--- src/b64u_pkg.sv ---
// shared types, constants and character functions for the base64url encoder
`default_nettype none
package b64u_pkg;

  // group job queue depth, must be a power of two
  localparam int QDEPTH = 4;
  localparam int QPTR_W = $clog2(QDEPTH);
  localparam int QCNT_W = $clog2(QDEPTH + 1);

  // percent-encoded pad characters
  localparam logic [6:0] PAD_CH0 = 7'h25;  // '%'
  localparam logic [6:0] PAD_CH1 = 7'h33;  // '3'
  localparam logic [6:0] PAD_CH2 = 7'h44;  // 'D'

  // pad phase codes
  localparam logic [1:0] PH_PCT   = 2'd0;
  localparam logic [1:0] PH_THREE = 2'd1;
  localparam logic [1:0] PH_D     = 2'd2;

  // one job: the sextets of a finished group, index of its last character,
  // and how many pads follow
  typedef struct packed {
    logic [3:0][5:0] sext;
    logic [1:0]      last_idx;
    logic [1:0]      npad;
  } job_t;

  // sextet to base64url character
  function automatic logic [6:0] b64u_char(input logic [5:0] s);
    logic [6:0] c;
    priority if (s < 6'd26) begin
      c = 7'h41 + {1'b0, s};
    end else if (s < 6'd52) begin
      c = 7'h47 + {1'b0, s};
    end else if (s < 6'd62) begin
      c = {1'b0, s} - 7'd4;
    end else if (s == 6'd62) begin
      c = 7'h2D;
    end else begin
      c = 7'h5F;
    end
    return c;
  endfunction

  // pad phase to character
  function automatic logic [6:0] pad_char(input logic [1:0] ph);
    logic [6:0] c;
    unique case (ph)
      PH_PCT:   c = PAD_CH0;
      PH_THREE: c = PAD_CH1;
      PH_D:     c = PAD_CH2;
      default:  c = PAD_CH2;
    endcase
    return c;
  endfunction

endpackage
`default_nettype wire

--- src/b64u_front.sv ---
// front end: gathers bytes into groups and turns each finished group into a job
`default_nettype none
module b64u_front (
  input  wire              clk,
  input  wire              rst_n,
  input  wire              pad_en,
  input  wire              in_valid,
  output logic             in_ready,
  input  wire  [7:0]       in_byte,
  input  wire              in_end,
  output logic             job_valid,
  input  wire              job_ready,
  output b64u_pkg::job_t   job
);
  import b64u_pkg::*;

  logic [7:0] byte_a_r, byte_a_nxt;
  logic [7:0] byte_b_r, byte_b_nxt;
  logic [1:0] pos_r, pos_nxt;
  logic       acc;

  // a byte is taken whenever the queue has room for a possible job
  assign in_ready = job_ready;
  assign acc      = in_valid && job_ready;

  // classify the byte against the group position
  always_comb begin
    job        = '0;
    job_valid  = 1'b0;
    byte_a_nxt = byte_a_r;
    byte_b_nxt = byte_b_r;
    pos_nxt    = pos_r;
    unique case (pos_r)
      2'd1: begin
        job.sext[0] = byte_a_r[7:2];
        job.sext[1] = {byte_a_r[1:0], in_byte[7:4]};
        job.sext[2] = {in_byte[3:0], 2'b00};
        job.last_idx = 2'd2;
        job.npad     = pad_en ? 2'd1 : 2'd0;
        job_valid    = in_valid && in_end;
        if (acc) begin
          byte_b_nxt = in_byte;
          pos_nxt    = in_end ? 2'd0 : 2'd2;
        end
      end
      2'd2: begin
        job.sext[0] = byte_a_r[7:2];
        job.sext[1] = {byte_a_r[1:0], byte_b_r[7:4]};
        job.sext[2] = {byte_b_r[3:0], in_byte[7:6]};
        job.sext[3] = in_byte[5:0];
        job.last_idx = 2'd3;
        job.npad     = 2'd0;
        job_valid    = in_valid;
        if (acc) begin
          pos_nxt = 2'd0;
        end
      end
      default: begin
        // group start; position three never occurs and acts as start
        job.sext[0] = in_byte[7:2];
        job.sext[1] = {in_byte[1:0], 4'b0000};
        job.last_idx = 2'd1;
        job.npad     = pad_en ? 2'd2 : 2'd0;
        job_valid    = in_valid && in_end;
        if (acc) begin
          byte_a_nxt = in_byte;
          pos_nxt    = in_end ? 2'd0 : 2'd1;
        end
      end
    endcase
  end

  // group state
  always_ff @(posedge clk) begin
    if (!rst_n) begin
      pos_r <= 2'd0;
    end else begin
      pos_r <= pos_nxt;
    end
  end

  // held bytes
  always_ff @(posedge clk) begin
    byte_a_r <= byte_a_nxt;
    byte_b_r <= byte_b_nxt;
  end

endmodule
`default_nettype wire

--- src/b64u_fifo.sv ---
// short job queue between the front end and the character sequencer
`default_nettype none
module b64u_fifo (
  input  wire              clk,
  input  wire              rst_n,
  input  wire              push_valid,
  output logic             push_ready,
  input  b64u_pkg::job_t   push_data,
  output logic             pop_valid,
  input  wire              pop_ready,
  output b64u_pkg::job_t   pop_data
);
  import b64u_pkg::*;

  job_t              mem_r [QDEPTH];
  logic [QPTR_W-1:0] wr_ptr_r, wr_ptr_nxt;
  logic [QPTR_W-1:0] rd_ptr_r, rd_ptr_nxt;
  logic [QCNT_W-1:0] cnt_r, cnt_nxt;
  logic              do_push, do_pop;

  assign push_ready = (cnt_r != QCNT_W'(QDEPTH));
  assign pop_valid  = (cnt_r != '0);
  assign pop_data   = mem_r[rd_ptr_r];
  assign do_push    = push_valid && push_ready;
  assign do_pop     = pop_valid && pop_ready;

  // pointer and fill count update
  always_comb begin
    wr_ptr_nxt = do_push ? wr_ptr_r + 1'b1 : wr_ptr_r;
    rd_ptr_nxt = do_pop ? rd_ptr_r + 1'b1 : rd_ptr_r;
    cnt_nxt    = cnt_r;
    if (do_push && !do_pop) begin
      cnt_nxt = cnt_r + 1'b1;
    end else if (do_pop && !do_push) begin
      cnt_nxt = cnt_r - 1'b1;
    end
  end

  always_ff @(posedge clk) begin
    if (!rst_n) begin
      wr_ptr_r <= '0;
      rd_ptr_r <= '0;
      cnt_r    <= '0;
    end else begin
      wr_ptr_r <= wr_ptr_nxt;
      rd_ptr_r <= rd_ptr_nxt;
      cnt_r    <= cnt_nxt;
    end
  end

  // entry storage
  always_ff @(posedge clk) begin
    if (do_push) begin
      mem_r[wr_ptr_r] <= push_data;
    end
  end

endmodule
`default_nettype wire

--- src/b64u_back.sv ---
// back end: walks a job one character per cycle into the output register while the output is not stalled
`default_nettype none
module b64u_back (
  input  wire              clk,
  input  wire              rst_n,
  input  wire              job_valid,
  output logic             job_ready,
  input  b64u_pkg::job_t   job,
  output logic             out_valid,
  input  wire              out_ready,
  output logic [6:0]       out_char,
  output logic             out_last
);
  import b64u_pkg::*;

  job_t       job_r;
  logic       job_v_r;
  logic [1:0] idx_r;
  logic       in_pad_r;
  logic [1:0] ph_r;
  logic [1:0] padl_r;
  logic       out_valid_r;
  logic [6:0] out_char_r;
  logic       out_last_r;

  logic       adv;
  logic       chars_done;
  logic       done;
  logic [6:0] ch;

  assign adv = job_v_r && (!out_valid_r || out_ready);

  // pick the current character and see whether the job ends with it
  always_comb begin
    chars_done = (idx_r == job_r.last_idx);
    if (!in_pad_r) begin
      ch   = b64u_char(job_r.sext[idx_r]);
      done = chars_done && (job_r.npad == 2'd0);
    end else begin
      ch   = pad_char(ph_r);
      done = (ph_r == PH_D) && (padl_r == 2'd1);
    end
  end

  assign job_ready = !job_v_r || (adv && done);

  // sequencer state
  always_ff @(posedge clk) begin
    if (!rst_n) begin
      job_v_r  <= 1'b0;
      idx_r    <= 2'd0;
      in_pad_r <= 1'b0;
      ph_r     <= PH_PCT;
      padl_r   <= 2'd0;
    end else if (job_ready && job_valid) begin
      job_v_r  <= 1'b1;
      idx_r    <= 2'd0;
      in_pad_r <= 1'b0;
    end else if (adv && done) begin
      job_v_r <= 1'b0;
    end else if (adv) begin
      if (!in_pad_r) begin
        if (chars_done) begin
          in_pad_r <= 1'b1;
          ph_r     <= PH_PCT;
          padl_r   <= job_r.npad;
        end else begin
          idx_r <= idx_r + 1'b1;
        end
      end else if (ph_r == PH_D) begin
        ph_r   <= PH_PCT;
        padl_r <= padl_r - 1'b1;
      end else begin
        ph_r <= ph_r + 1'b1;
      end
    end
  end

  // job payload
  always_ff @(posedge clk) begin
    if (job_ready && job_valid) begin
      job_r <= job;
    end
  end

  // output register
  always_ff @(posedge clk) begin
    if (!rst_n) begin
      out_valid_r <= 1'b0;
    end else if (adv) begin
      out_valid_r <= 1'b1;
    end else if (out_ready) begin
      out_valid_r <= 1'b0;
    end
  end

  always_ff @(posedge clk) begin
    if (adv) begin
      out_char_r <= ch;
      out_last_r <= done;
    end
  end

  assign out_valid = out_valid_r;
  assign out_char  = out_char_r;
  assign out_last  = out_last_r;

endmodule
`default_nettype wire

--- src/base64url_stream_encoder_core.sv ---
// top level of the base64url stream encoder
`default_nettype none
// Streaming base64url encoder. Bytes enter on in_tdata with in_tlast on the
// final byte of a message; characters leave on out_tdata, one per cycle
// while out_tready is high, with out_tlast on the last character caused by
// an input byte. Every third byte gives four characters; a message ending
// on one or two leftover bytes gives two or three characters, each missing
// character followed by "%3D" when pad_enable is set. The front end takes
// one byte every cycle while the four-entry group queue has room; the back
// end emits one character per cycle while out_tready is high, so the output
// port sets the sustained rate. The first character of a group passes the
// job queue, job register and output register after the byte completing it.
// pad_enable is written on the cfg channel, always ready, and resets to 0.
module base64url_stream_encoder_core (
  input  wire        clk,
  input  wire        rst_n,
  input  wire        in_tvalid,
  output logic       in_tready,
  input  wire  [7:0] in_tdata,   // [7:0] in_byte
  input  wire        in_tlast,
  output logic       out_tvalid,
  input  wire        out_tready,
  output logic [7:0] out_tdata,  // [6:0] out_char, [7] zero
  output logic       out_tlast,
  input  wire        cfg_valid,
  output logic       cfg_ready,
  input  wire        cfg_data
);
  import b64u_pkg::*;

  logic       pad_en_r;
  logic       fj_valid, fj_ready;
  job_t       fj;
  logic       bj_valid, bj_ready;
  job_t       bj;
  logic [6:0] char_w;

  // configuration register
  assign cfg_ready = 1'b1;

  always_ff @(posedge clk) begin
    if (!rst_n) begin
      pad_en_r <= 1'b0;
    end else if (cfg_valid && cfg_ready) begin
      pad_en_r <= cfg_data;
    end
  end

  b64u_front u_front (
    .clk       (clk),
    .rst_n     (rst_n),
    .pad_en    (pad_en_r),
    .in_valid  (in_tvalid),
    .in_ready  (in_tready),
    .in_byte   (in_tdata),
    .in_end    (in_tlast),
    .job_valid (fj_valid),
    .job_ready (fj_ready),
    .job       (fj)
  );

  b64u_fifo u_fifo (
    .clk        (clk),
    .rst_n      (rst_n),
    .push_valid (fj_valid),
    .push_ready (fj_ready),
    .push_data  (fj),
    .pop_valid  (bj_valid),
    .pop_ready  (bj_ready),
    .pop_data   (bj)
  );

  b64u_back u_back (
    .clk       (clk),
    .rst_n     (rst_n),
    .job_valid (bj_valid),
    .job_ready (bj_ready),
    .job       (bj),
    .out_valid (out_tvalid),
    .out_ready (out_tready),
    .out_char  (char_w),
    .out_last  (out_tlast)
  );

  assign out_tdata = {1'b0, char_w};

endmodule
`default_nettype wire

--- config.mk ---
export PLATFORM = sky130hd
export DESIGN_NAME = base64url_stream_encoder_core
export DESIGN_NICKNAME = d
export VERILOG_FILES = /design/src/b64u_pkg.sv /design/src/b64u_front.sv /design/src/b64u_fifo.sv /design/src/b64u_back.sv /design/src/base64url_stream_encoder_core.sv
export SDC_FILE = /design/constraint.sdc
export NUM_CORES = 1
export LEC_CHECK = 0
export BUFFER_PORTS_ARGS = -buffer_cell sky130_fd_sc_hd__buf_2
export CAP_MARGIN = 20
export CORE_UTILIZATION = 62
export CTS_CLUSTER_DIAMETER = 80
export DETAILED_ROUTE_END_ITERATION = 8
export PLACE_DENSITY = 0.8
export SLEW_MARGIN = 20
export SYNTH_ARGS = -nofsm -noshare
export SYNTH_HDL_FRONTEND = slang
export SYNTH_HIERARCHICAL = 1
export SYNTH_SLANG_ARGS = --single-unit
--- constraint.sdc ---
create_clock -name clk -period 3.42 [get_ports clk]
set_clock_uncertainty 0.1 [all_clocks]
set_input_delay 0.342 -clock clk [delete_from_list [all_inputs] [get_ports clk]]
set_output_delay 0.342 -clock clk [all_outputs]
set_load 0.05 [all_outputs]
-- Word-level counts from Yosys, hierarchy flattened
Memories as Yosys holds them, arrays and structs flattened. A register that Yosys moved wholly into a read port is not among the register bits.
Cells that the tools add are included.
- bits in registers: 43
- memory bits (writable): 112
- output and inout bits: 12
- word-level logic and storage cells: 113
- memories: 1
- add/sub/neg operators: 10
- magnitude comparators: 4
- equality and inequality tests: 9
- mux-type cells: 37
- bitwise gates (word level): 6
- reduce and logical (&&, ||, !) cells: 31
- memories (name ; depth ; bits a word ; read ports ; clocked after memory_dff ; wr ports ; line ; text):
    u_fifo.mem_r ; 4 ; 28 ; 1 ; 1 ; 1 ; b64u_fifo.sv:15 ; job_t mem_r [QDEPTH];
- operators by type and width (operator ; number):
    7-bit 2-to-1 mux ; 5
    16-bit one-hot mux with 2 select lines ; 1
    2-bit 2-to-1 mux ; 11
    7-bit by 6-bit adder with 7-bit output (first input constant) ; 2
    7-bit one-hot mux with 2 select lines ; 1
    6-bit binary-select mux with 2-bit select ; 1
    6-bit less-than comparator (second input constant) ; 2
    1-bit 2-to-1 mux ; 12
    6-bit 2-to-1 mux ; 2
    6-bit one-hot mux with 2 select lines ; 1
    1-bit logical AND ; 10
    2-bit by 1-bit adder with 2-bit output (second input constant) ; 4
    4-bit AND reduction ; 2
    2-bit nonzero test ; 4
    6-bit by 3-bit subtractor with 7-bit output (second input constant) ; 1
    2-bit by 1-bit == test with 1-bit output (second input constant) ; 3
    6-bit == test (second input constant) ; 1
    6-bit by 5-bit less-than comparator with 1-bit output (second input constant) ; 1
    3-bit 2-to-1 mux ; 2
    1-bit NOT ; 6
    2-bit AND reduction ; 3
    5-bit AND reduction ; 1
    2-bit == test (second input constant) ; 2
    1-bit zero test ; 4
    12 further kinds ; 15

-- Longest topological paths before layout
Gate-level depths: netlist of run 1.
- depth in word-level cells: 9
- depth in mapped cells: 13

-- Hierarchy
Netlist of run 1, hierarchy kept.
- by module, submodules not included (module ; times used ; cells each ; area an instance (µm²)):
    b64u_fifo ; 1 ; 194 ; 4585.6
    b64u_back ; 1 ; 176 ; 2184.6
    b64u_front ; 1 ; 93 ; 979.7
    base64url_stream_encoder_core ; 1 ; 7 ; 58.8

-- Least setup slack after synthesis of run 1
OpenSTA, ideal clock, no wires.
- path type: register -> register
- start: register u_back.idx_r[1]
- end: register u_back/job_r[0] (netlist name)
- setup time: 413 ps
- data arrival time: 2372 ps
- data required time: 2907 ps
- path slack: 535 ps
- stages on the path, launching flop included: 7
- period minus slack after synthesis: 2885 ps
- cells stage by stage: dfxtp_1 > buf_2 > xor2_1 > nor2_1 > a21oi_1 > o21a_1 > nor2_1
- cells in the longest elaborated chain, start to end: 6
- ends and longest elaborated chain (element ; line ; text):
    start, declared ; b64u_back.sv:18 ; logic [1:0] idx_r;
    start signal, assigned ; b64u_back.sv:68 ; idx_r <= idx_r + 1'b1;
    2-bit == test ; b64u_back.sv:35 ; chars_done = (idx_r == job_r.last_idx);
    1-bit logical AND ; b64u_back.sv:38 ; done = chars_done && (job_r.npad == 2'd0);
    1-bit 2-to-1 mux ; b64u_back.sv:36 ; if (!in_pad_r) begin
    1-bit logical AND ; b64u_back.sv:45 ; assign job_ready = !job_v_r || (adv && done);
    1-bit logical OR ; b64u_back.sv:45 ;
    1-bit logical AND ; b64u_back.sv:81 ; if (job_ready && job_valid) begin
Every way passes these cells.
A chain may end at the register's enable or synchronous reset.

-- Worst setup path in the final report of run 1
- start: register u_back.idx_r[0]
- end: register u_back.out_char_r[2] (netlist: u_back/out_char[2]), data pin
- cells in the longest elaborated chain, start to end: 7
- elaborated cells between the ends (all ways): 12
- ends and longest elaborated chain (element ; line ; text):
    6-bit binary-select mux with 2-bit select (*) ; b64u_back.sv:37 ; ch = b64u_char(job_r.sext[idx_r]);
    6-bit 2-to-1 mux (not written as such) (*) ; b64u_back.sv:37 ;
    6-bit by 3-bit subtractor with 7-bit output / 6-bit less-than comparator (equally long branches) ; b64u_pkg.sv:36, b64u_pkg.sv:35 ;
    7-bit 2-to-1 mux ; b64u_pkg.sv:35 ; end else if (s < 6'd62) begin
    7-bit 2-to-1 mux ; b64u_pkg.sv:33 ; end else if (s < 6'd52) begin
    7-bit 2-to-1 mux (*) ; b64u_pkg.sv:31 ; priority if (s < 6'd26) begin
    7-bit 2-to-1 mux (*) ; b64u_back.sv:36 ;
    net u_back.ch[2] ; b64u_back.sv:29 ; logic [6:0] ch;
    end signal, assigned ; b64u_back.sv:99 ; out_char_r <= ch;
    end, declared ; b64u_back.sv:23 ; logic [6:0] out_char_r;
The timed path passes the listed nets; every way through them passes the cells marked *. The select of a mux whose other input is x is not followed.

==> results.sh, run 1 <==
export IMPL_cts_resized=0
export IMPL_gr_total_overflow=0
export IMPL_cts_post_setup_buffers_inserted=0
export IMPL_detailed_place_hpwl_um=8325
export IMPL_max_slew_margin_rel=0.5168
export IMPL_initialDrtViolationCount=373
export IMPL_ys_seq_elements=185
export IMPL_hold_path_class="in -> reg"
export IMPL_chipWidth_um=114.2
export IMPL_net_total_in_the_final_layout=532
export IMPL_drtPass1Iterations=6
export IMPL_timing_max_cap_violations=0
export IMPL_critical_path_required_ps=3490
export IMPL_crit_fanout=11
export IMPL_rows=40
export IMPL_dp_worst_setup_slack_ps=306.3
export IMPL_syn_area_per_cell_um2=16.61
export IMPL_vias=4114
export IMPL_final_fill_count=762
export IMPL_worst_pin_slew_ps=724.7
export IMPL_cts_tree="done"
export IMPL_maximum_number_of_pins_on_one_net_before_global_route_repair=29
export IMPL_cts_hold_fix_buffers=0
export IMPL_initial_utilization=0.6421
export IMPL_power_mw=7.179
export IMPL_synthSimpleGateAreaFrac=0.05880
export IMPL_yosys_top_cells_area="sky130_fd_sc_hd__edfxtp_1 (63%), sky130_fd_sc_hd__mux4_2 (6.9%), sky130_fd_sc_hd__dfxtp_1 (5.4%), sky130_fd_sc_hd__mux4_1 (3.4%), sky130_fd_sc_hd__ha_1 (2.4%)"
export IMPL_clock_latency_ps=420
export IMPL_core_area_um2=12160
export IMPL_timing_critical_path_arrival_ps=3220
export IMPL_ys_warn_count=6
export IMPL_path_cells="mux4_2 > inv_1 > ha_1 > nand2b_1 > o221ai_1 > a21oi_2 > a2111oi_1 > a311o_1 > o21bai_2"
export IMPL_postSynthCellCount=470
export IMPL_drive_above_1_share=0.1910
export IMPL_synth_edff_count=164
export IMPL_timing_max_transition_violations_final=0
export IMPL_timing_final_hold_violations=0
export IMPL_ant_nets=0
export IMPL_area_grow_syn2layout_pct=10.09
export IMPL_clk_transition_reported_paths_ps=60
export IMPL_setup_violations_final=0
export IMPL_grt_setup_unrepaired="false"
export IMPL_period_minus_slack_ps=3156
export IMPL_criticalPathCategory="reg -> reg"
export IMPL_dominant_cell_type_by_area_after_synthesis="sky130_fd_sc_hd__edfxtp_1"
export IMPL_grt_util_all_layers=0.2324
export IMPL_dr_wl_cell_um=20.12
export IMPL_final_critical_path_setup_slack_ps=264.3
export IMPL_cts_inserted_buffers=17
export IMPL_asyncSetResetFlopFracSynth=0
export IMPL_leak_nw=2.908
export IMPL_drt_total_wl_um=13710
export IMPL_num_antenna_cells=0
export IMPL_floorplan_die_area_um2=13050
export IMPL_vdd_drop_max_v=0.0005680
export IMPL_buffer_ports_inserted=24
export IMPL_synth_compound_area_share=0.06618
export IMPL_final_total_negative_setup_slack_ps=0
export IMPL_pwr_density_cell_nw_per_um2=835.0
export IMPL_final_cell_mix="sky130_fd_sc_hd__edfxtp_1 (164), sky130_fd_sc_hd__nand2_1 (25), sky130_fd_sc_hd__buf_2 (24), sky130_fd_sc_hd__inv_1 (24), sky130_fd_sc_hd__mux4_2 (24)"
export IMPL_yosys_most_used_dff="sky130_fd_sc_hd__edfxtp_1"
export IMPL_synthXorXnorAreaFrac=0.008973
export IMPL_commonest_non_fill_non_tap_cell_in_the_layout="sky130_fd_sc_hd__edfxtp_1"
export IMPL_final_period_utilization=0.9227
export IMPL_synthesis_nets=501
export IMPL_cts_htree_levels=4
export IMPL_gp_routability_congestion=0.9640
export IMPL_num_io_pins=27
export IMPL_synth_area_mux_share=0.1184
export IMPL_cts_root_buf="sky130_fd_sc_hd__clkbuf_16"
export IMPL_netlist_area_um2=7809
export IMPL_critPathCaptureType="flop"
export IMPL_critical_path_slowest_cell="sky130_fd_sc_hd__mux4_2"
export IMPL_synth_largest_type_area_fraction=0.6307
export IMPL_grt_first_pass_wirelength_um=21580
export IMPL_first_global_vias=4069
export IMPL_antenna_found_initial=0
export IMPL_max_stage_delay_ps=700
export IMPL_post_drt_via_cell_ratio=6.041
export IMPL_die_height_um=114.2
export IMPL_drc=0
export IMPL_status="complete, no violations"
export IMPL_combinational_family_with_the_most_area_after_synthesis="multiplexers"
export IMPL_fmax_ghz=0.3169
export IMPL_cts_sinks=185
export IMPL_setup_worst_path_start_class="flop"
export IMPL_distinct_cells_synth=59
export IMPL_clockBufferDepth=2
export IMPL_share_of_synthesized_cell_area_in_full_adder_half_adder_and_majority_cells=0.02660
export IMPL_synth_seq_area_share=0.6845
[cells by family after synthesis]
family,after synthesis
multiplexers,46
adder cells (fa/ha/maj),16
AND/OR/NAND/NOR,90
AO/OA/AOI/OAI,76
XOR/XNOR,8
flip-flops,185
other,2
buffers and inverters,47
[report_power, final]
| part | total, mW | switching [mW] | internal, mW |
|---|---|---|---|
| sequential | 3.20 | 0.223 | 2.97 |
| combinational | 2.13 | 1.29 | 0.844 |
| clock | 1.85 | 0.784 | 1.07 |
[state kept, by name (all words and copies together) (netlist names), 2 cells and up, named ones only]
name and count:
u_back/out_char 7, u_front/pos_r 2, u_front/byte_a_r 8, u_fifo/wr_ptr_r 2
u_back/job_r 28, u_fifo/rd_ptr_r 2, u_back/padl_r 2, u_back/ph_r 2
u_back/idx_r 2, u_fifo/mem_r 112, u_fifo/cnt_r 3, u_front/byte_b_r 8
[cell type report]
class,count,area (um2),area share
Sequential cell,185,5346,0.6219
Multi-Input combinational cell,238,2188,0.2545
Clock buffer,19,432.9,0.05036
Tap cell,168,210.2,0.02445
Timing Repair Buffer,35,202.7,0.02358
Clock inverter,12,126.4,0.01470
Inverter,24,90.09,0.01048
[metrics by stage]
step                std cells    util  cell area (um2)  hold slack, ps
CTS                       681  0.7069             8597           38.80
global route              681  0.7069             8597           40.05
floorplan                 470       -             7809           339.4
finish                    681  0.7069             8597           56.84
global placement          650  0.6609             8038           357.6
detailed placement        650  0.6609             8038           368.2
[per-layer routing]
metal  vias to the layer above  global-route usage  share of wire
met5                         -                   0              0
met4                         0             0.08398          0.014
met3                        17             0.04500          0.053
met2                       159              0.4028           0.53
met1                      2068              0.2947           0.40
li1                       1870                   -              -
[final timing paths]
check / start / to / slack (ps) / depth (start not counted)
worst max-delay path: u_back/idx_r[0] / u_back/out_char[2] / 260 / 9
worst max register to register: u_back/idx_r[0] / u_back/out_char[2] / 260 / 9
worst min-delay path: in_tdata[2] / u_front/byte_b_r[2] / 60 / 1
worst min register to register: u_back/job_v_r / u_back/out_valid / 370 / 2
[synthesized netlist by cell type (4+ instances only)]
library cell and instances:
sky130_fd_sc_hd__edfxtp_1 164, sky130_fd_sc_hd__mux4_2 24, sky130_fd_sc_hd__mux2i_1 11, sky130_fd_sc_hd__mux4_1 10, sky130_fd_sc_hd__clkbuf_1 4, sky130_fd_sc_hd__a21oi_1 14
sky130_fd_sc_hd__o21ai_0 22, sky130_fd_sc_hd__dfxtp_1 21, sky130_fd_sc_hd__and2_1 19, sky130_fd_sc_hd__buf_2 7, sky130_fd_sc_hd__inv_1 24, sky130_fd_sc_hd__ha_1 15
sky130_fd_sc_hd__xor2_1 4, sky130_fd_sc_hd__o21ai_1 4, sky130_fd_sc_hd__buf_6 6, sky130_fd_sc_hd__a22oi_1 8, sky130_fd_sc_hd__nand2_1 25, sky130_fd_sc_hd__nor2_1 22
sky130_fd_sc_hd__nor2b_1 4, sky130_fd_sc_hd__xnor2_1 4
[critical path: cells and delay by family (launching register included)]
kind                     cells  cell delay (ps)
flip-flops                   1              580
AND/OR/NAND/NOR              1               90
multiplexers                 1              700
buffers and inverters        1              170
adder cells (fa/ha/maj)      1              250
AO/OA/AOI/OAI                5             1000
(Power assumes the default switching activity.)
==> run 2: changes to the inputs <==
Settings changed: CORE_UTILIZATION 62 to 45, PLACE_DENSITY 0.8 to default.
==> run 2 against run 1 <==
Sequential power decreased by 2%; global-route usage fell by 6.7 points; clock power grew 9%; flip-flop and latch count unchanged; critical path type unchanged; critical endpoint is now u_back/out_char[3]; largest cell class unchanged; largest power group unchanged.
==> results.sh, run 2 (synthesis results as in run 1) <==
export IMPL_status="complete, no violations"
export IMPL_gp_routability_congestion=0.8338
export IMPL_first_global_vias=4038
export IMPL_path_buf_inv=1
export IMPL_clockBufferDepth=2
export IMPL_hold_path_class="in -> reg"
export IMPL_clk_transition_reported_paths_ps=70
export IMPL_end_of_flow_core_utilization=0.5215
export IMPL_met1_length_um=6251
export IMPL_period_minus_slack_ps=3118
export IMPL_core_area_um2=16760
export IMPL_worst_setup_path_startpoint="u_back/idx_r[0]"
export IMPL_worst_pin_slew_ps=761.7
export IMPL_timing_hold_ws_ps=54.73
export IMPL_grt_util_all_layers=0.1653
export IMPL_antenna_found_initial=0
export IMPL_min_delay_start="in_tdata[1]"
export IMPL_die_height_um=133.7
export IMPL_setup_violations_final=0
export IMPL_routed_top_layer="met4"
export IMPL_max_slew_margin_rel=0.4922
export IMPL_crit_family="compound AO/OA/AOI/OAI gates"
export IMPL_timing_max_cap_violations=0
export IMPL_grt_setup_unrepaired="false"
export IMPL_setup_worst_path_start_class="flop"
export IMPL_floorplan_die_area_um2=17880
export IMPL_leak_nw=2.955
export IMPL_cts_post_setup_buffers_inserted=0
export IMPL_largest_registers="u_fifo/mem_r (112), u_back/job_r (28)"
export IMPL_timing_critical_path_arrival_ps=3280
export IMPL_chipWidth_um=133.7
export IMPL_critical_path_required_ps=3590
export IMPL_area_grow_syn2layout_pct=11.92
export IMPL_drive_above_1_share=0.1934
export IMPL_clock_latency_ps=410
export IMPL_drc=0
export IMPL_initialDrtViolationCount=260
export IMPL_drt_total_wl_um=13480
export IMPL_detailed_place_hpwl_um=8735
export IMPL_timing_max_transition_violations_final=0
export IMPL_cts_root_buf="sky130_fd_sc_hd__clkbuf_16"
export IMPL_cts_tree="done"
export IMPL_fmax_ghz=0.3207
export IMPL_critical_path_slowest_cell="sky130_fd_sc_hd__mux4_1"
export IMPL_critPathCaptureType="flop"
export IMPL_buffer_ports_inserted=24
export IMPL_cts_resized=0
export IMPL_path_cells="buf_4 > mux4_1 > ha_1 > nand2b_1 > o221ai_1 > a21oi_2 > o21ai_1 > a221o_1 > a21oi_1"
export IMPL_final_critical_path_setup_slack_ps=301.6
export IMPL_met2_wirelength_um=6583
export IMPL_commonest_non_fill_non_tap_cell_in_the_layout="sky130_fd_sc_hd__edfxtp_1"
export IMPL_gr_total_overflow=0
export IMPL_cts_hold_fix_buffers=0
export IMPL_dp_worst_setup_slack_ps=318.0
export IMPL_post_drt_via_cell_ratio=5.419
export IMPL_cts_inserted_buffers=17
export IMPL_met3_length_um=444
export IMPL_rr_startpoint="u_back/idx_r[0]"
export IMPL_regMostFlops="u_fifo/mem_r"
export IMPL_final_period_utilization=0.9118
export IMPL_net_total_in_the_final_layout=536
export IMPL_initial_utilization=0.4659
export IMPL_grt_first_pass_wirelength_um=21890
export IMPL_dr_wl_cell_um=18.30
export IMPL_vdd_drop_max_v=0.0004754
export IMPL_pwr_density_cell_nw_per_um2=836.7
export IMPL_rows=47
export IMPL_final_total_negative_setup_slack_ps=0
export IMPL_max_stage_delay_ps=660
export IMPL_cts_htree_levels=4
export IMPL_cts_sinks=185
export IMPL_ant_nets=0
export IMPL_final_cell_mix="sky130_fd_sc_hd__edfxtp_1 (164), sky130_fd_sc_hd__nand2_1 (25), sky130_fd_sc_hd__buf_2 (24), sky130_fd_sc_hd__inv_1 (24), sky130_fd_sc_hd__mux4_2 (24)"
export IMPL_ff2ff_setup_slack_ps=300
export IMPL_criticalPathCategory="reg -> reg"
export IMPL_vias=3994
export IMPL_num_io_pins=27
export IMPL_crit_fanout=7
export IMPL_timing_final_hold_violations=0
export IMPL_num_antenna_cells=0
export IMPL_number_of_flip_flops_under_the_largest_register_name=112
export IMPL_drtPass1Iterations=5
export IMPL_maximum_number_of_pins_on_one_net_before_global_route_repair=29
export IMPL_final_fill_count=1362
## run 2: final timing paths
| check | endpoint | depth (start not counted) |
|---|---|---|
| max | u_back/out_char[3] | 9 |
| min | u_front/byte_b_r[1] | 1 |
| max reg2reg | u_back/out_char[3] | 9 |
| min reg2reg | u_back/out_valid | 2 |
## run 2: layout make-up
class / count / area, um2 / share of cell area
flip-flops and latches: 185 / 5346 / 0.6117
multi-input cells: 238 / 2188 / 0.2504
clock buffers: 19 / 432.9 / 0.04953
well taps: 220 / 275.3 / 0.03150
repair buffers: 39 / 232.7 / 0.02663
clock inverters: 12 / 173.9 / 0.01990
inverters: 24 / 90.09 / 0.01031
## run 2: layer usage
layer	vias to the layer above	track usage
li1	1884	-
met1	2009	0.2188
met2	89	0.2706
met3	12	0.03653
met4	0	0.05492
met5	-	0
## run 2: worst register-to-register path, cell delays in order (launching register included)
cell and delay (ps):
sky130_fd_sc_hd__dfxtp_1 510, sky130_fd_sc_hd__buf_4 230, sky130_fd_sc_hd__mux4_1 670, sky130_fd_sc_hd__ha_1 300, sky130_fd_sc_hd__nand2b_1 90, sky130_fd_sc_hd__o221ai_1 140
sky130_fd_sc_hd__a21oi_2 330, sky130_fd_sc_hd__o21ai_1 160, sky130_fd_sc_hd__a221o_1 320, sky130_fd_sc_hd__a21oi_1 120
## run 2: through the flow
| step | instances | instance area, um2 | total power [mW] |
|---|---|---|---|
| 3_3_place_gp | 706 | 8133 | 5.305 |
| 5_1_grt | 737 | 8740 | 7.703 |
| 4_1_cts | 737 | 8740 | 7.388 |
| 6_report | 737 | 8740 | 7.312 |
| 3_5_place_dp | 706 | 8133 | 5.372 |
| 2_1_floorplan | 470 | 7809 | 4.900 |
## run 2: where the power goes
| group | switching (mW) | leakage, nW | internal, mW |
|---|---|---|---|
| combinational | 1.30 | 0.984 | 0.855 |
| sequential | 0.178 | 1.68 | 2.97 |
| clock | 0.786 | 0.291 | 1.22 |
